[src/rtl/pdcd_pkg.sv]
package pdcd_pkg;

  // Number of receive channels that own a frame decoder.
  localparam int unsigned CHANNELS = 2;
  localparam int unsigned ChanIdxW = (CHANNELS > 1) ? $clog2(CHANNELS) : 1;

  localparam int unsigned TicksW = 16;
  localparam int unsigned CmdW   = 4;
  localparam int unsigned CsumW  = 3;
  localparam int unsigned PosW   = 2;
  localparam int unsigned CfgIdxW = 2;

  localparam logic [TicksW-1:0] LeadMinFirstRst  = 16'd20;
  localparam logic [TicksW-1:0] LeadMinSecondRst = 16'd30;
  localparam logic [TicksW-1:0] LeadMaxRst       = 16'd30000;
  localparam logic [TicksW-1:0] OneThresholdRst  = 16'd3000;
  localparam logic [CmdW-1:0]   ModeRst          = 4'd1;

  // Bit positions loaded when a field starts (MSB first).
  localparam logic [PosW-1:0] CmdFirstPos  = 2'd3;
  localparam logic [PosW-1:0] CsumFirstPos = 2'd2;
  localparam logic [PosW-1:0] LastPos      = 2'd0;

  typedef enum logic [CfgIdxW-1:0] {
    CFG_LEAD_MIN_FIRST  = 2'd0,
    CFG_LEAD_MIN_SECOND = 2'd1,
    CFG_LEAD_MAX        = 2'd2,
    CFG_ONE_THRESHOLD   = 2'd3
  } cfg_reg_e;

  typedef enum logic [1:0] {
    PH_IDLE     = 2'd0,
    PH_LEAD     = 2'd1,
    PH_COMMAND  = 2'd2,
    PH_CHECKSUM = 2'd3
  } phase_e;

  typedef struct packed {
    phase_e          phase;
    logic [PosW-1:0] bit_pos;
    logic [CmdW-1:0] cmd;
    logic [CsumW-1:0] csum;
    logic [CsumW-1:0] ones;
  } chan_state_t;

  localparam chan_state_t ChanStateRst = '{
    phase:   PH_IDLE,
    bit_pos: '0,
    cmd:     '0,
    csum:    '0,
    ones:    '0
  };

  typedef struct packed {
    logic [TicksW-1:0] lead_min_first;
    logic [TicksW-1:0] lead_min_second;
    logic [TicksW-1:0] lead_max;
    logic [TicksW-1:0] one_threshold;
  } cfg_t;

  typedef struct packed {
    logic            done;
    logic            ok;
    logic [CmdW-1:0] cmd;
  } step_res_t;

endpackage

[src/rtl/pulse_distance_command_decoder_unit.sv]
// Pulse-distance command decoder.
//
// Each input beat reports one falling edge: the receive channel that saw it
// and the timer ticks since the previous edge on any channel. Each channel
// runs its own frame decoder (start edge, lead gap window check, four command
// bits and three checksum bits, MSB first). When a frame closes with a
// checksum equal to the count of one bits in its command, that command
// becomes the shared current mode. Every input beat yields one output beat.
//
// Both channels use valid and stall. An input beat is captured into an input
// register, decoded by a single pass of compare and shift logic, and written
// into the output register with the channel state update in the same cycle.
// Output valid rises when a beat moves from the input register into the output
// register, and the block takes one beat per cycle while the receiver does not
// stall. When the receiver stalls, the output register holds its
// beat and the input register holds the next one; input stall is raised only
// while both are full and the receiver stalls. Configuration writes
// (cfg_ready_o is always high) are expected only while the block is idle.
// Reset clears both pipeline valid bits, all channel decoders to idle, the
// mode to one and the configuration registers to their default values.
module pulse_distance_command_decoder_unit (
  input  logic                         clk_i,
  input  logic                         rst_ni,
  input  logic                         in_valid_i,
  output logic                         in_stall_o,
  input  logic                         channel_i,
  input  logic [pdcd_pkg::TicksW-1:0]  elapsed_ticks_i,
  output logic                         out_valid_o,
  input  logic                         out_stall_i,
  output logic [pdcd_pkg::CmdW-1:0]    current_mode_o,
  output logic                         frame_done_o,
  output logic                         frame_ok_o,
  output logic [pdcd_pkg::CmdW-1:0]    received_command_o,
  input  logic                         cfg_valid_i,
  output logic                         cfg_ready_o,
  input  logic [pdcd_pkg::CfgIdxW-1:0] cfg_index_i,
  input  logic [pdcd_pkg::TicksW-1:0]  cfg_data_i
);
  import pdcd_pkg::*;

  cfg_t cfg_q;

  // Input register.
  logic              in_vld_q;
  logic              chan_q;
  logic [TicksW-1:0] ticks_q;

  // Output register.
  logic            out_vld_q;
  logic [CmdW-1:0] mode_out_q;
  logic            done_q;
  logic            ok_q;
  logic [CmdW-1:0] cmd_q;

  // Decoder state.
  chan_state_t     chan_st_q [CHANNELS];
  logic [CmdW-1:0] mode_q;
  logic [CmdW-1:0] mode_d;

  logic                advance;
  logic                process;
  logic                chan_valid;
  logic [ChanIdxW-1:0] chan_idx;
  chan_state_t         cur_st;
  chan_state_t         nxt_st;
  step_res_t           step_res;

  assign cfg_ready_o = 1'b1;

  always_ff @(posedge clk_i or negedge rst_ni) begin
    if (!rst_ni) begin
      cfg_q.lead_min_first  <= LeadMinFirstRst;
      cfg_q.lead_min_second <= LeadMinSecondRst;
      cfg_q.lead_max        <= LeadMaxRst;
      cfg_q.one_threshold   <= OneThresholdRst;
    end else if (cfg_valid_i) begin
      unique case (cfg_reg_e'(cfg_index_i))
        CFG_LEAD_MIN_FIRST:  cfg_q.lead_min_first  <= cfg_data_i;
        CFG_LEAD_MIN_SECOND: cfg_q.lead_min_second <= cfg_data_i;
        CFG_LEAD_MAX:        cfg_q.lead_max        <= cfg_data_i;
        CFG_ONE_THRESHOLD:   cfg_q.one_threshold   <= cfg_data_i;
        default: ;
      endcase
    end
  end

  // The output register frees up when it is empty or its beat is taken.
  assign advance    = !out_vld_q || !out_stall_i;
  assign process    = in_vld_q && advance;
  assign in_stall_o = in_vld_q && !advance;

  always_ff @(posedge clk_i or negedge rst_ni) begin
    if (!rst_ni) begin
      in_vld_q <= 1'b0;
    end else if (!in_stall_o) begin
      in_vld_q <= in_valid_i;
    end
  end

  always_ff @(posedge clk_i) begin
    if (in_valid_i && !in_stall_o) begin
      chan_q  <= channel_i;
      ticks_q <= elapsed_ticks_i;
    end
  end

  // Edges on a channel without a decoder leave all state alone.
  assign chan_valid = 32'(chan_q) < CHANNELS;
  assign chan_idx   = ChanIdxW'(chan_q);
  assign cur_st     = chan_valid ? chan_st_q[chan_idx] : ChanStateRst;

  pdcd_frame_step u_step (
    .cfg_i        (cfg_q),
    .first_chan_i (chan_q == 1'b0),
    .ticks_i      (ticks_q),
    .cur_i        (cur_st),
    .nxt_o        (nxt_st),
    .res_o        (step_res)
  );

  assign mode_d = (chan_valid && step_res.ok) ? step_res.cmd : mode_q;

  always_ff @(posedge clk_i or negedge rst_ni) begin
    if (!rst_ni) begin
      for (int i = 0; i < CHANNELS; i++) begin
        chan_st_q[i] <= ChanStateRst;
      end
      mode_q <= ModeRst;
    end else if (process && chan_valid) begin
      chan_st_q[chan_idx] <= nxt_st;
      mode_q              <= mode_d;
    end
  end

  always_ff @(posedge clk_i or negedge rst_ni) begin
    if (!rst_ni) begin
      out_vld_q <= 1'b0;
    end else if (advance) begin
      out_vld_q <= in_vld_q;
    end
  end

  always_ff @(posedge clk_i) begin
    if (process) begin
      mode_out_q <= mode_d;
      done_q     <= chan_valid && step_res.done;
      ok_q       <= chan_valid && step_res.ok;
      cmd_q      <= chan_valid ? step_res.cmd : '0;
    end
  end

  assign out_valid_o        = out_vld_q;
  assign current_mode_o     = mode_out_q;
  assign frame_done_o       = done_q;
  assign frame_ok_o         = ok_q;
  assign received_command_o = cmd_q;

endmodule

[src/rtl/pdcd_frame_step.sv]
module pdcd_frame_step (
  input  pdcd_pkg::cfg_t              cfg_i,
  input  logic                        first_chan_i,
  input  logic [pdcd_pkg::TicksW-1:0] ticks_i,
  input  pdcd_pkg::chan_state_t       cur_i,
  output pdcd_pkg::chan_state_t       nxt_o,
  output pdcd_pkg::step_res_t         res_o
);
  import pdcd_pkg::*;

  logic              one_bit;
  logic              lead_ok;
  logic [TicksW-1:0] lead_lo;
  logic [CmdW-1:0]   cmd_set;
  logic [CsumW-1:0]  csum_set;
  logic              last_bit;

  assign lead_lo  = first_chan_i ? cfg_i.lead_min_first : cfg_i.lead_min_second;
  assign one_bit  = ticks_i > cfg_i.one_threshold;
  assign lead_ok  = (ticks_i > lead_lo) && (ticks_i < cfg_i.lead_max);
  assign last_bit = cur_i.bit_pos == LastPos;
  assign cmd_set  = one_bit ? CmdW'(4'b0001 << cur_i.bit_pos) : '0;
  assign csum_set = one_bit ? CsumW'(3'b001 << cur_i.bit_pos) : '0;

  // Next decoder state.
  always_comb begin
    nxt_o = cur_i;
    unique case (cur_i.phase)
      PH_IDLE: begin
        nxt_o.phase = PH_LEAD;
      end
      PH_LEAD: begin
        if (lead_ok) begin
          nxt_o.phase   = PH_COMMAND;
          nxt_o.bit_pos = CmdFirstPos;
        end else begin
          nxt_o.phase = PH_IDLE;
        end
      end
      PH_COMMAND: begin
        nxt_o.cmd = cur_i.cmd | cmd_set;
        if (one_bit) begin
          nxt_o.ones = cur_i.ones + CsumW'(1);
        end
        if (last_bit) begin
          nxt_o.phase   = PH_CHECKSUM;
          nxt_o.bit_pos = CsumFirstPos;
        end else begin
          nxt_o.bit_pos = cur_i.bit_pos - PosW'(1);
        end
      end
      PH_CHECKSUM: begin
        nxt_o.csum = cur_i.csum | csum_set;
        if (last_bit) begin
          nxt_o = ChanStateRst;
        end else begin
          nxt_o.bit_pos = cur_i.bit_pos - PosW'(1);
        end
      end
      default: nxt_o = ChanStateRst;
    endcase
  end

  // Result of this edge. The command reported on the closing edge is the
  // finished frame's, before the decoder is cleared.
  always_comb begin
    res_o.done = (cur_i.phase == PH_CHECKSUM) && last_bit;
    res_o.ok   = res_o.done && ((cur_i.csum | csum_set) == cur_i.ones);
    res_o.cmd  = res_o.done ? cur_i.cmd : nxt_o.cmd;
  end

endmodule
[config.mk]
export PLATFORM = sky130hd
export DESIGN_NAME = pulse_distance_command_decoder_unit
export DESIGN_NICKNAME = d
export VERILOG_FILES = /design/src/rtl/pdcd_pkg.sv /design/src/rtl/pulse_distance_command_decoder_unit.sv /design/src/rtl/pdcd_frame_step.sv
export SDC_FILE = /design/constraint.sdc
export NUM_CORES = 1
export LEC_CHECK = 0
export BUFFER_PORTS_ARGS = -buffer_cell sky130_fd_sc_hd__buf_2
export CAP_MARGIN = 20
export CORE_MARGIN = 10
export CORE_UTILIZATION = 40
export DETAILED_ROUTE_END_ITERATION = 12
export PLACE_DENSITY = 0.66
export SLEW_MARGIN = 20
export SYNTH_ARGS = -nofsm -noshare
export SYNTH_HDL_FRONTEND = slang
export SYNTH_SLANG_ARGS = --single-unit
export TNS_END_PERCENT = 10
[constraint.sdc]
create_clock -name clk_i -period 6.3 [get_ports clk_i]
set_clock_uncertainty 0.2 [all_clocks]
set_input_delay 0.63 -clock clk_i [delete_from_list [all_inputs] [get_ports clk_i]]
set_output_delay 0.63 -clock clk_i [all_outputs]
set_load 0.03 [all_outputs]
; ---- Word-level counts from Yosys, hierarchy flattened
; Index checks and enable logic that the tools add are counted.
[word_totals]
ff_bits = 125
latch_bits = 0
ram_bits = 0
rom_bits = 0
inputBits = 40
output_inout_bits = 13
elab_cells = 85
mem_count = 0
[op_classes]
n_addsub = 2
multipliers = 0
div_mod_pow = 0
magnitude_cmp = 5
eq_ne = 7
shift = 2
n_mux = 24
bitwise_logic = 3
n_reduce_logical = 19
[ops]
columns = cell, n
row1 = $mux W14, 4
row2 = $gt A16 B16 Y1, 2
row3 = $bwmux W28, 1
row4 = $lt A16 B16 Y1, 1
row5 = $mux W16, 1
row6 = $demux W14 S1, 1
row7 = $mux W2, 6
row8 = $mux W4, 3
row9 = $mux W10, 1
row10 = $mux W3, 3
row11 = $eq A2 B2 Y1 const B, 4
row12 = $pmux W2 S4, 1
row13 = $pmux W4 S2, 1
row14 = $reduce_and A2 Y1, 4
row15 = $logic_and A1 B1 Y1, 7
row16 = $logic_not A2 Y1, 3
row17 = $pmux W2 S3, 1
row18 = $pmux W3 S2, 1
row19 = $eq A2 B1 Y1 const B, 2
row20 = $logic_not A1 Y1, 4
row21 = $or A4 B4 Y4, 1
row22 = $shl A1 B2 Y4 const A, 1
row23 = $add A3 B1 Y3 const B, 1
row24 = $eq A3 B3 Y1, 1
row25 = 7 further kinds, 7

; ---- Longest topological paths before layout
; Gate-level depths: netlist of run 1.
[depth]
depth_word = 11
ltp_mapped = 14

; ---- Hierarchy
; A second synthesis of run 1 with hierarchy kept.
[unflattened]
cells_unflattened = 518
hier_area_um2 = 6597.6
[by_module_without_submodules]
columns = mod, n_inst, cells_per_inst, area_each_um2, seq_area_each_um2
row1 = pulse_distance_command_decoder_unit, 1, 265, 4774.6, 3289.4
row2 = pdcd_frame_step, 1, 253, 1823.0, 0.0

; ---- Worst setup path before layout of run 1
; No wires, ideal clock.
[synth_path]
path_kind = register -> register
from = reg chan_q (netlist: chan_idx)
to = reg chan_st_q[25] (netlist name)
t_arrival_ps = 3225
path_slack_ps = 2753
stages_incl_launch_ff = 15
path_buffers = 4
period_less_slack_ps = 3547
path_cell_list = edfxtp_1 buf_2 buf_2 buf_2 buf_1 mux2i_1 ha_1 nor2b_1 o21a_1 o21a_1 o21bai_1 a21oi_1 o2111ai_1 a21oi_1 o22a_1
[synth_between]
elab_chain_len = 8
word_cells_on_any_way = 22
[synth_rtl]
columns = item, line
row1 = start: declaration, pulse_distance_command_decoder_unit.sv:45  ; logic chan_q;
row2 = start signal: assignment, pulse_distance_command_decoder_unit.sv:102  ; chan_q <= channel_i;
row3 = "parallel branches: the longest is 7 deep, another holds $gt A16 B16 Y1", n/a
row4 = $bwmux W28 (*), pulse_distance_command_decoder_unit.sv:130  ; chan_st_q[chan_idx] <= nxt_st;
row5 = end signal: indexed assignment, pulse_distance_command_decoder_unit.sv:126  ; chan_st_q[i] <= ChanStateRst;
row6 = end signal: indexed assignment, pulse_distance_command_decoder_unit.sv:130
row7 = end: declaration, pulse_distance_command_decoder_unit.sv:56  ; chan_state_t chan_st_q [CHANNELS];
; Every way passes the cells marked *. The select of a mux whose other input is x is not followed.
; A chain may end at the register's enable or synchronous reset.

==> results of run 1 <==
## metrics by stage
step / hold WS (ns) / power [mW] / setup slack (ns)
global placement: 0.2624 / 1.856 / 2.933
CTS: 0.1720 / 2.977 / 2.796
global route: 0.1624 / 3.125 / 2.552
detailed placement: 0.2736 / 1.890 / 2.819
floorplan: 0.1344 / 1.675 / 2.753
finish: 0.1896 / 2.950 / 2.831
## cells in the final DEF, fill, tap and decap left out, types with 4 or more instances in the layout
cell / instances
a21o_1: 10
a31oi_1: 4
nand3_1: 7
nand2_1: 31
dfstp_2: 21
ha_1: 53
clkbuf_16: 18
mux2_2: 77
clkbuf_8: 4
o21ai_0: 26
buf_2: 50
dfrtp_1: 77
edfxtp_1: 27
bufinv_16: 4
nor2_1: 18
nand4_1: 6
inv_1: 40
buf_4: 4
mux2i_1: 26
o21a_1: 10
mux2_1: 6
a21oi_1: 21
## logic make-up (layout without fill, tap and decap cells)
kind of cell,count (synthesis),count (layout)
mux,110,110
buf+inv,53,128
compound gates,92,92
flops,125,125
other cells,1,1
xor+xnor,3,3
simple gates,82,82
fa+ha+maj,53,53
## layer usage
metal,vias up,global-route usage (%),wire (um)
li1,1998,-,-
met2,90,21.94,6772
met1,2064,15.97,6209
met5,-,0,0
met3,18,4.361,623
met4,0,4.605,213
## final cells by class
cell class	instances	area, um^2
Clock buffer	23	509.2
Clock inverter	9	152.6
Fill cell	1404	8219
Inverter	41	153.9
Multi-Input combinational cell	341	2943
Sequential cell	125	3289
Tap cell	216	270.3
Timing Repair Buffer	55	290.3
## what timing repair did
item | in CTS | in global routing
hold endpoints to repair | 33 | 0
setup endpoints to repair | 0 | 0
hold buffers | 1 | 0
gates resized for setup | 0 | 0
## worst max-delay path, delay by kind of cell, from the launching register on
kind	cells	cell delay [ns]
AO/OA/AOI/OAI	1	0.08
adder cells (fa/ha/maj)	1	0.29
buffers and inverters	3	0.55
flip-flops	1	0.73
multiplexers	3	1.08
AND/OR/NAND/NOR	1	0.28
## sequential cells by signal (all words and copies together) (netlist names)
| register | flops |
|---|---|
| cfg_q | 64 |
| chan_st_q | 28 |
| ticks_q | 16 |
| current_mode_o | 4 |
| mode_q | 4 |
| received_command_o | 4 |
| chan_idx | 1 |
| frame_done_o | 1 |
| frame_ok_o | 1 |
| in_vld_q | 1 |
| out_valid_o | 1 |
## power groups by stage
stage,Combinational [mW],Sequential [mW],Clock (mW)
final,0.750,1.13,1.07
after floorplan,0.541,1.13,0
after detailed placement,0.750,1.14,0
after global placement,0.723,1.13,0
after global routing,0.838,1.15,1.14
after CTS,0.755,1.13,1.09
## worst min-delay path by stage
stage,start,end,slack [ns]
CTS,elapsed_ticks_i[5],ticks_q[5],0.17
detailed placement,chan_st_q[1],chan_st_q[1],0.27
global placement,chan_st_q[1],chan_st_q[1],0.26
floorplan,rst_ni,cfg_q[0],0.13
global route,elapsed_ticks_i[5],ticks_q[5],0.16
finish,elapsed_ticks_i[5],ticks_q[5],0.19
==> results.json, run 1 <==
{
  "synthesis.area_um2": 6427,
  "grt_max_degree": 65,
  "cts.sinks": 125,
  "dp_hpwl_um": 10170,
  "rr_endpoint": "current_mode_o[2]",
  "p_leak_nw": 3.502,
  "final_util_pct": 48.07,
  "synthDistinctLibCells": 56,
  "internal_power_mw": 2.083,
  "crit_path_end": "current_mode_o[2]",
  "ir_drop_mv": 0.2328,
  "ys.flop_type": "dfrtp_1",
  "h-tree-depth": 4,
  "grt_pass1_vias": 4456,
  "cp.required_ns": 6.26,
  "synth-simple-area-share_pct": 6.560,
  "power_frac_seq_pct": 38.2,
  "diodes": 0,
  "synth-xor-area-share_pct": 0.5256,
  "ys_warn_count": 0,
  "drt-initial-drc-count": 230,
  "first_pass_iters": 4,
  "synth_top_family_by_area": "multiplexers",
  "die-area_um2": 21540,
  "antenna_found_initial": 0,
  "clkPwrFrac_pct": 36.4,
  "cts_buffers": 17,
  "dp.cells": 777,
  "drcViolationCount": 0,
  "vias_per_cell": 5.148,
  "hold_viol": 0,
  "r2r_cells": 9,
  "routedWlPerCell_um": 17.06,
  "power.share.combinational_pct": 25.4,
  "avgSynthCellArea_um2": 12.38,
  "worstSkewPairLatency_ns": 0.42,
  "stdcell_count": 810,
  "ys_ff_latch": 125,
  "drt_wl_total_um": 13820,
  "synth_compound_area_share_pct": 9.325,
  "period_share_pct": 55.07,
  "worst_pin_slew_ns": 1.046,
  "nets": 674,
  "setup_violations": 0,
  "seq_area_frac_synth_pct": 51.18,
  "synth_largest_area_cell": "dfrtp_1",
  "start_kind": "flip-flop",
  "fp.dieW_um": 146.8,
  "reg2reg_from": "chan_idx",
  "initial_core_util_pct": 40.61,
  "swShare_pct": 29.38,
  "netlist_top_cells_count": "77 x dfrtp_1, 77 x mux2_2, 53 x ha_1",
  "slew_headroom_pct": 30.08,
  "min_path_cells": 1,
  "pin_count": 53,
  "fin_area_um2": 7609,
  "grt_pass1_wl_um": 23030,
  "rsz0062_at_grt": "no",
  "cts_buffer_depth": 2,
  "synth_cells": 519,
  "synth_top_cell_area_share_pct": 29.98,
  "synth.area.mux_share_pct": 18.82,
  "hp-class": "input pin to flip-flop",
  "endpoint_kind": "flip-flop",
  "synthAdderAreaFrac_pct": 10.32,
  "synthToLayoutAreaGrowth_pct": 18.38,
  "synth_edf_count": 27,
  "critPathLaunch": "chan_idx",
  "drive_above_1_share_pct": 32.83,
  "drtAntennaViolNets": 0,
  "via_count": 4170,
  "grt.overflow.total": 0,
  "num_rows": 46,
  "cap_violations": 0,
  "tns_ns": 0,
  "p_switching_uw": 867.0,
  "cp_common_cell": "inv_1",
  "synth_area_leaders": "dfrtp_1 30%, mux2_2 13%, edfxtp_1 13%",
  "powerDensity_nw_per_um2": 387.8,
  "cts-root-buf": "clkbuf_16",
  "critPathMaxStageDelay_ns": 0.73,
  "critPathSlowestCell": "edfxtp_1",
  "crit_chain": "buf_4 > mux2i_1 > inv_1 > ha_1 > inv_1 > o22ai_1 > mux2_4 > nor3_4 > mux2_2",
  "async_reset_ff_share_pct": 78.40,
  "cts_tree": "done",
  "critPathMaxFanout": 14,
  "finalMaxSlewViolations": 0,
  "grt_usage_pct": 13.31,
  "coreArea_um2": 15830,
  "layout_min_cycle_time_ns": 3.469,
  "die_y_um": 146.8,
  "fmax_mhz": 288.3,
  "worst-setup-path-type": "flip-flop to flip-flop",
  "post_cts_buffers": 0,
  "outcome": "finished, final reports clean",
  "cts.reportedPaths.clkPinSlew_ns": 0.06,
  "reg2reg_slack_ns": 2.83,
  "crit_arrival_ns": 3.43,
  "routabilityCongestion": 0.8866,
  "port_buffers": 51,
  "synth_fp_nets": 612,
  "place_area_um2": 6937
}
(Power assumes the default switching activity.)
==> inputs of run 2 (changes only) <==
Settings changed: ABC_AREA set to 1, PLACE_DENSITY 0.66 to 0.68.
Clock period 6.3 ns to 3.1 ns, I/O delays scaled along.
==> run 2 against run 1 <==
Against the previous run:
- routed wire length grew 3.6%
- maximum frequency grew 25%
- count of clock-buffer cells in the layout shrank 2
- worst hold slack lost 0.18 ns
- setup slack lost 2.5 ns
- critical path type unchanged
- largest power group unchanged
==> results.json, run 2 <==
{
  "first_pass_iters": 4,
  "grt_usage_pct": 14.10,
  "coreArea_um2": 15940,
  "setup_violations": 0,
  "initial_core_util_pct": 40.89,
  "worst-setup-path-type": "flip-flop to flip-flop",
  "fp.dieW_um": 147.7,
  "die_y_um": 147.7,
  "grt_pass1_wl_um": 24910,
  "drcViolationCount": 0,
  "ys.flop_type": "dfrtp_1",
  "synthesis.area_um2": 6519,
  "endpoint_kind": "flip-flop",
  "finalMaxSlewViolations": 0,
  "synth_largest_area_cell": "dfrtp_1",
  "cts.reportedPaths.clkPinSlew_ns": 0.06,
  "outcome": "finished, final reports clean",
  "p_leak_nw": 3.898,
  "drtAntennaViolNets": 0,
  "h-tree-depth": 4,
  "multi_input_area_um2": 2774,
  "hp-class": "input pin to flip-flop",
  "grt_pass1_vias": 5132,
  "avgSynthCellArea_um2": 8.893,
  "cts_tree": "done",
  "largest_reg_flops": 64,
  "cts_resized": 0,
  "mostFrequentLayoutCells": "207 x nand2_1, 94 x o21ai_0, 90 x inv_1",
  "hold_viol": 0,
  "seq_area_um2": 3289,
  "start_kind": "flip-flop",
  "synth_area_leaders": "dfrtp_1 30%, edfxtp_1 12%, nand2_1 12%",
  "synth_most_common_cell": "nand2_1",
  "synthToLayoutAreaGrowth_pct": 20.94,
  "worst_pin_slew_ns": 1.014,
  "num_rows": 46,
  "critPathSlowestCell": "dfstp_2",
  "final_common_cell": "nand2_1",
  "via_count": 4936,
  "worstSkewPairLatency_ns": 0.43,
  "rsz0062_at_grt": "no",
  "cts-root-buf": "clkbuf_16",
  "vias_per_cell": 4.705,
  "slew_headroom_pct": 32.26,
  "layout_min_cycle_time_ns": 2.775,
  "drt-initial-drc-count": 242,
  "cts_buffers": 17,
  "antenna_found_initial": 0,
  "async_reset_ff_share_pct": 78.40,
  "dp_hpwl_um": 10190,
  "nets": 913,
  "ys_ff_latch": 125,
  "grt_max_degree": 50,
  "ir_drop_mv": 0.4340,
  "pin_count": 53,
  "synth_edf_count": 27,
  "diodes": 0,
  "stdcell_count": 1049,
  "die-area_um2": 21800,
  "netlist_top_cells_count": "207 x nand2_1, 94 x o21ai_0, 90 x inv_1",
  "cap_violations": 0,
  "grt.overflow.total": 0,
  "crit_arrival_ns": 2.76,
  "cts.sinks": 125,
  "ys_warn_count": 0,
  "crit_chain": "inv_1 > ha_1 > nand4_1 > nor3_2 > nand3_1 > nand3_1 > nand2_1 > nand2_1 > nand2_1 > nor2_2 > nand3_1 > and2_1",
  "largest-register": "cfg_q",
  "synthDistinctLibCells": 39,
  "critPathMaxFanout": 4,
  "synth_fp_nets": 826,
  "cts_buffer_depth": 2,
  "tns_ns": 0,
  "dp.cells": 987,
  "cp.required_ns": 3.08,
  "top_regs": "cfg_q (64), chan_st_q (28), ticks_q (16)",
  "drive_above_1_share_pct": 15.37,
  "fmax_mhz": 360.4,
  "seq_area_frac_synth_pct": 50.46,
  "powerDensity_nw_per_um2": 723.2,
  "period_share_pct": 89.51,
  "critPathMaxStageDelay_ns": 0.53,
  "routabilityCongestion": 0.8509,
  "fillCellCount": 1557,
  "post_cts_buffers": 0,
  "synth_top_cell_area_share_pct": 29.56,
  "port_buffers": 51,
  "routedWlPerCell_um": 13.64,
  "drt_wl_total_um": 14310,
  "synth_cells": 733
}
run 2: per-layer routing:
| layer | up-vias | share of wire, % | track usage, % | wire length [um] |
|---|---|---|---|---|
| met5 | - | 0 | 0 | 0 |
| li1 | 2569 | - | - | - |
| met1 | 2285 | 46 | 17.05 | 6566 |
| met3 | 11 | 3.5 | 3.999 | 502 |
| met4 | 0 | 0.74 | 4.163 | 106 |
| met2 | 71 | 50 | 23.90 | 7136 |
run 2: cell type report:
cell class | instances | area share, %
tap | 216 | 3.428
sequential | 125 | 41.72
multi-input combinational | 493 | 35.18
clock inverter | 11 | 1.127
clock buffer | 21 | 6.110
timing repair buffer | 88 | 7.904
inverter | 95 | 4.523
run 2: metrics by stage:
stage	hold WS, ns	power (mW)	instance area, um^2	worst slack (ns)	utilization (%)
after floorplan	-0.1856	3.396	6519	0.3745	-
after global placement	0.03031	3.763	7008	0.3904	43.96
after detailed placement	0.02897	3.804	7008	0.3621	43.96
after CTS	0.002766	5.760	7879	0.3394	49.42
after global routing	0.02228	6.130	7884	0.08641	49.45
final	0.01375	5.701	7884	0.3253	49.45
run 2: cells by family (layout without fill, tap and decap cells):
group | Yosys count | in the layout | synth area share (%)
other | 1 | 1 | 0.05753
multiplexers | 19 | 19 | 2.917
flip-flops | 125 | 125 | 50.46
adder cells (fa/ha/maj) | 53 | 53 | 10.17
AND/OR/NAND/NOR | 278 | 278 | 17.91
buffers and inverters | 115 | 215 | 7.063
AO/OA/AOI/OAI | 142 | 142 | 11.42
run 2: timing repair:
action	in CTS	in global routing
endpoints found under the setup margin	0	0
hold endpoints to repair	97	0
hold buffers	30	0
run 2: critical path, delay by kind of cell (launching register included):
family        cells  cell delay, ns
fa+ha+maj         1            0.30
buf+inv           1            0.04
flops             1            0.53
simple gates     10            1.46
run 2: path summary, 6_finish.rpt:
path / slack (ns) / startpoint / to / cells past startpoint
worst max-delay path: 0.33 / cfg_q[11] / current_mode_o[3] / 12
worst min-delay path: 0.01 / cfg_data_i[2] / cfg_q[50] / 3
worst max register to register: 0.33 / cfg_q[11] / current_mode_o[3] / 12
worst min register to register: 0.27 / mode_q[0] / mode_q[0] / 2
max in group asynchronous: 1.85 / rst_ni / cfg_q[11] / 3
min in group asynchronous: 0.12 / rst_ni / chan_st_q[15] / 2
run 2: power by group:
group          total, mW  internal [mW]  switching [mW]
combinational       1.53          0.560           0.966
sequential          2.27           2.10           0.175
clock               1.90           1.18           0.720
==> inputs of run 3 (changes only) <==
Settings changed: CTS_BUF_LIST set to sky130_fd_sc_hd__clkbuf_16, SLEW_MARGIN 20 to 0.
==> run 3 against run 2 <==
Against the previous run:
- die area stayed put
- combinational power hardly changed
- highest routed layer unchanged
- count of clock-buffer cells in the layout is 3 lower
==> results.json, run 3 (synthesized netlist as in run 2, its figures left out) <==
{
  "tns_ns": 0,
  "fillCellCount": 1559,
  "reg2reg_slack_ns": 0.32,
  "min_to": "cfg_q[7]",
  "r2r_cells": 12,
  "crit_chain": "inv_1 > ha_1 > nand4_1 > nor3_2 > nand3_1 > nand3_1 > nand2_1 > nand2_1 > nand2_1 > nor2_2 > nand3_1 > and2_1",
  "nets": 914,
  "grt_max_degree": 50,
  "largest_reg_flops": 64,
  "mostFrequentLayoutCells": "207 x nand2_1, 94 x o21ai_0, 91 x inv_1",
  "drt-initial-drc-count": 247,
  "wl_met2_um": 7121,
  "via_count": 4974,
  "first_pass_iters": 6,
  "vias_per_cell": 4.737,
  "top_regs": "cfg_q (64), chan_st_q (28), ticks_q (16)",
  "routedWlPerCell_um": 13.65,
  "fmax_mhz": 359.5,
  "drive_above_1_share_pct": 15.11,
  "post_cts_buffers": 0,
  "coreArea_um2": 15940,
  "die_y_um": 147.7,
  "synthToLayoutAreaGrowth_pct": 20.73,
  "min_path_cells": 3,
  "cts_tree": "done",
  "largest-register": "cfg_q",
  "initial_core_util_pct": 40.89,
  "drcViolationCount": 0,
  "layout_min_cycle_time_ns": 2.781,
  "period_share_pct": 89.72,
  "cts.sinks": 125,
  "critPathBufInv": 1,
  "die-area_um2": 21800,
  "rr_endpoint": "current_mode_o[3]",
  "worst-setup-path-type": "flip-flop to flip-flop",
  "cp.required_ns": 3.08,
  "pin_count": 53,
  "reg2reg_from": "cfg_q[11]",
  "setup_violations": 0,
  "grt_usage_pct": 14.08,
  "rsz0062_at_grt": "no",
  "hp-class": "input pin to flip-flop",
  "start_kind": "flip-flop",
  "seq_area_um2": 3289,
  "cts_resized": 0,
  "cts.reportedPaths.clkPinSlew_ns": 0.06,
  "num_rows": 46,
  "cap_violations": 0,
  "detailedPlace.worstSlack_ns": 0.3621,
  "critPathMaxStageDelay_ns": 0.53,
  "worst_pin_slew_ns": 1.035,
  "highest_layer": "met4",
  "fin_area_um2": 7870,
  "cts_buffer_depth": 2,
  "ir_drop_mv": 0.4313,
  "outcome": "finished, final reports clean",
  "min-delay-start": "cfg_data_i[7]",
  "endpoint_kind": "flip-flop",
  "critPathSlowestCell": "dfstp_2",
  "multi_input_area_um2": 2769,
  "worstSkewPairLatency_ns": 0.42,
  "routabilityCongestion": 0.8509,
  "h-tree-depth": 4,
  "final_common_cell": "nand2_1",
  "powerDensity_nw_per_um2": 717.8,
  "grt_pass1_vias": 5133,
  "fp.dieW_um": 147.7,
  "critPathMaxFanout": 4,
  "grt.overflow.total": 0,
  "place_area_um2": 7008,
  "m1WireLength_um": 6506,
  "slew_headroom_pct": 30.84,
  "cts-root-buf": "clkbuf_16",
  "drtAntennaViolNets": 0,
  "antenna_found_initial": 0,
  "p_leak_nw": 3.896,
  "dp_hpwl_um": 10190,
  "diodes": 0,
  "setup_slack_ns": 0.3186,
  "drt_wl_total_um": 14330,
  "port_buffers": 51,
  "routed-wl-met3_um": 552,
  "finalMaxSlewViolations": 0,
  "crit_arrival_ns": 2.76,
  "grt_pass1_wl_um": 24880,
  "cp_top_family": "simple AND/OR/NAND/NOR gates",
  "hold_viol": 0,
  "cts_buffers": 17
}
-- run 3: cell count changes in the layout (fill, tap and decap cells not counted) --
cell / change
buf_6: +1
clkbuf_1: -1
clkbuf_8: -2
clkinv_1: +2
inv_1: +1
nand3_1: +1
nand3_2: -1
-- run 3: cell type report --
type                    count  share of cell area [%]
clock inverters            14                   1.272
flip-flops and latches    125                   41.80
inverters                  95                   4.531
multi-input cells         493                   35.18
clock buffers              18                   5.723
repair buffers             89                   8.060
well taps                 216                   3.434
-- run 3: worst max path at each step --
stage                     startpoint                 to  slack [ns]  cells past startpoint
after detailed placement    chan_idx  current_mode_o[0]        0.36                     12
after global placement     cfg_q[11]  current_mode_o[0]        0.39                     12
final                      cfg_q[11]  current_mode_o[3]        0.32                     12
after CTS                  cfg_q[11]  current_mode_o[3]        0.34                     12
after global routing       cfg_q[11]  current_mode_o[0]        0.09                     13
after floorplan             chan_idx  current_mode_o[0]        0.37                     13
-- run 3: where the power goes --
| part | total (mW) | leakage, nW | switching, mW | internal [mW] |
|---|---|---|---|---|
| Sequential | 2.27 | 1.46 | 0.176 | 2.10 |
| Clock | 1.85 | 0.270 | 0.717 | 1.13 |
| Combinational | 1.53 | 2.17 | 0.968 | 0.561 |
-- run 3: metrics by stage --
step / hold WS [ns] / instances / utilization [%] / total power, mW
after floorplan: -0.1856 / 733 / - / 3.396
after global placement: 0.03031 / 987 / 43.96 / 3.763
after detailed placement: 0.02897 / 987 / 43.96 / 3.804
after CTS: 0.0006184 / 1049 / 49.29 / 5.708
after global routing: 0.02357 / 1050 / 49.36 / 6.075
final: 0.01154 / 1050 / 49.36 / 5.649
-- run 3: repair_timing --
action	in CTS	in global routing
endpoints found under the hold margin	97	0
setup endpoints to repair	0	0
hold buffers	30	0
-- run 3: worst register-to-register path, delay by kind of cell (launching register included) --
kind / cells / cell delay, ns
buffers and inverters: 1 / 0.04
adder cells (fa/ha/maj): 1 / 0.30
AND/OR/NAND/NOR: 10 / 1.47
flip-flops: 1 / 0.53
-- run 3: per-layer routing --
| metal | vias to the layer above | global-route usage, % |
|---|---|---|
| met5 | - | 0 |
| met4 | 0 | 4.311 |
| met3 | 17 | 3.816 |
| met2 | 80 | 23.81 |
| met1 | 2300 | 17.13 |
| li1 | 2577 | - |
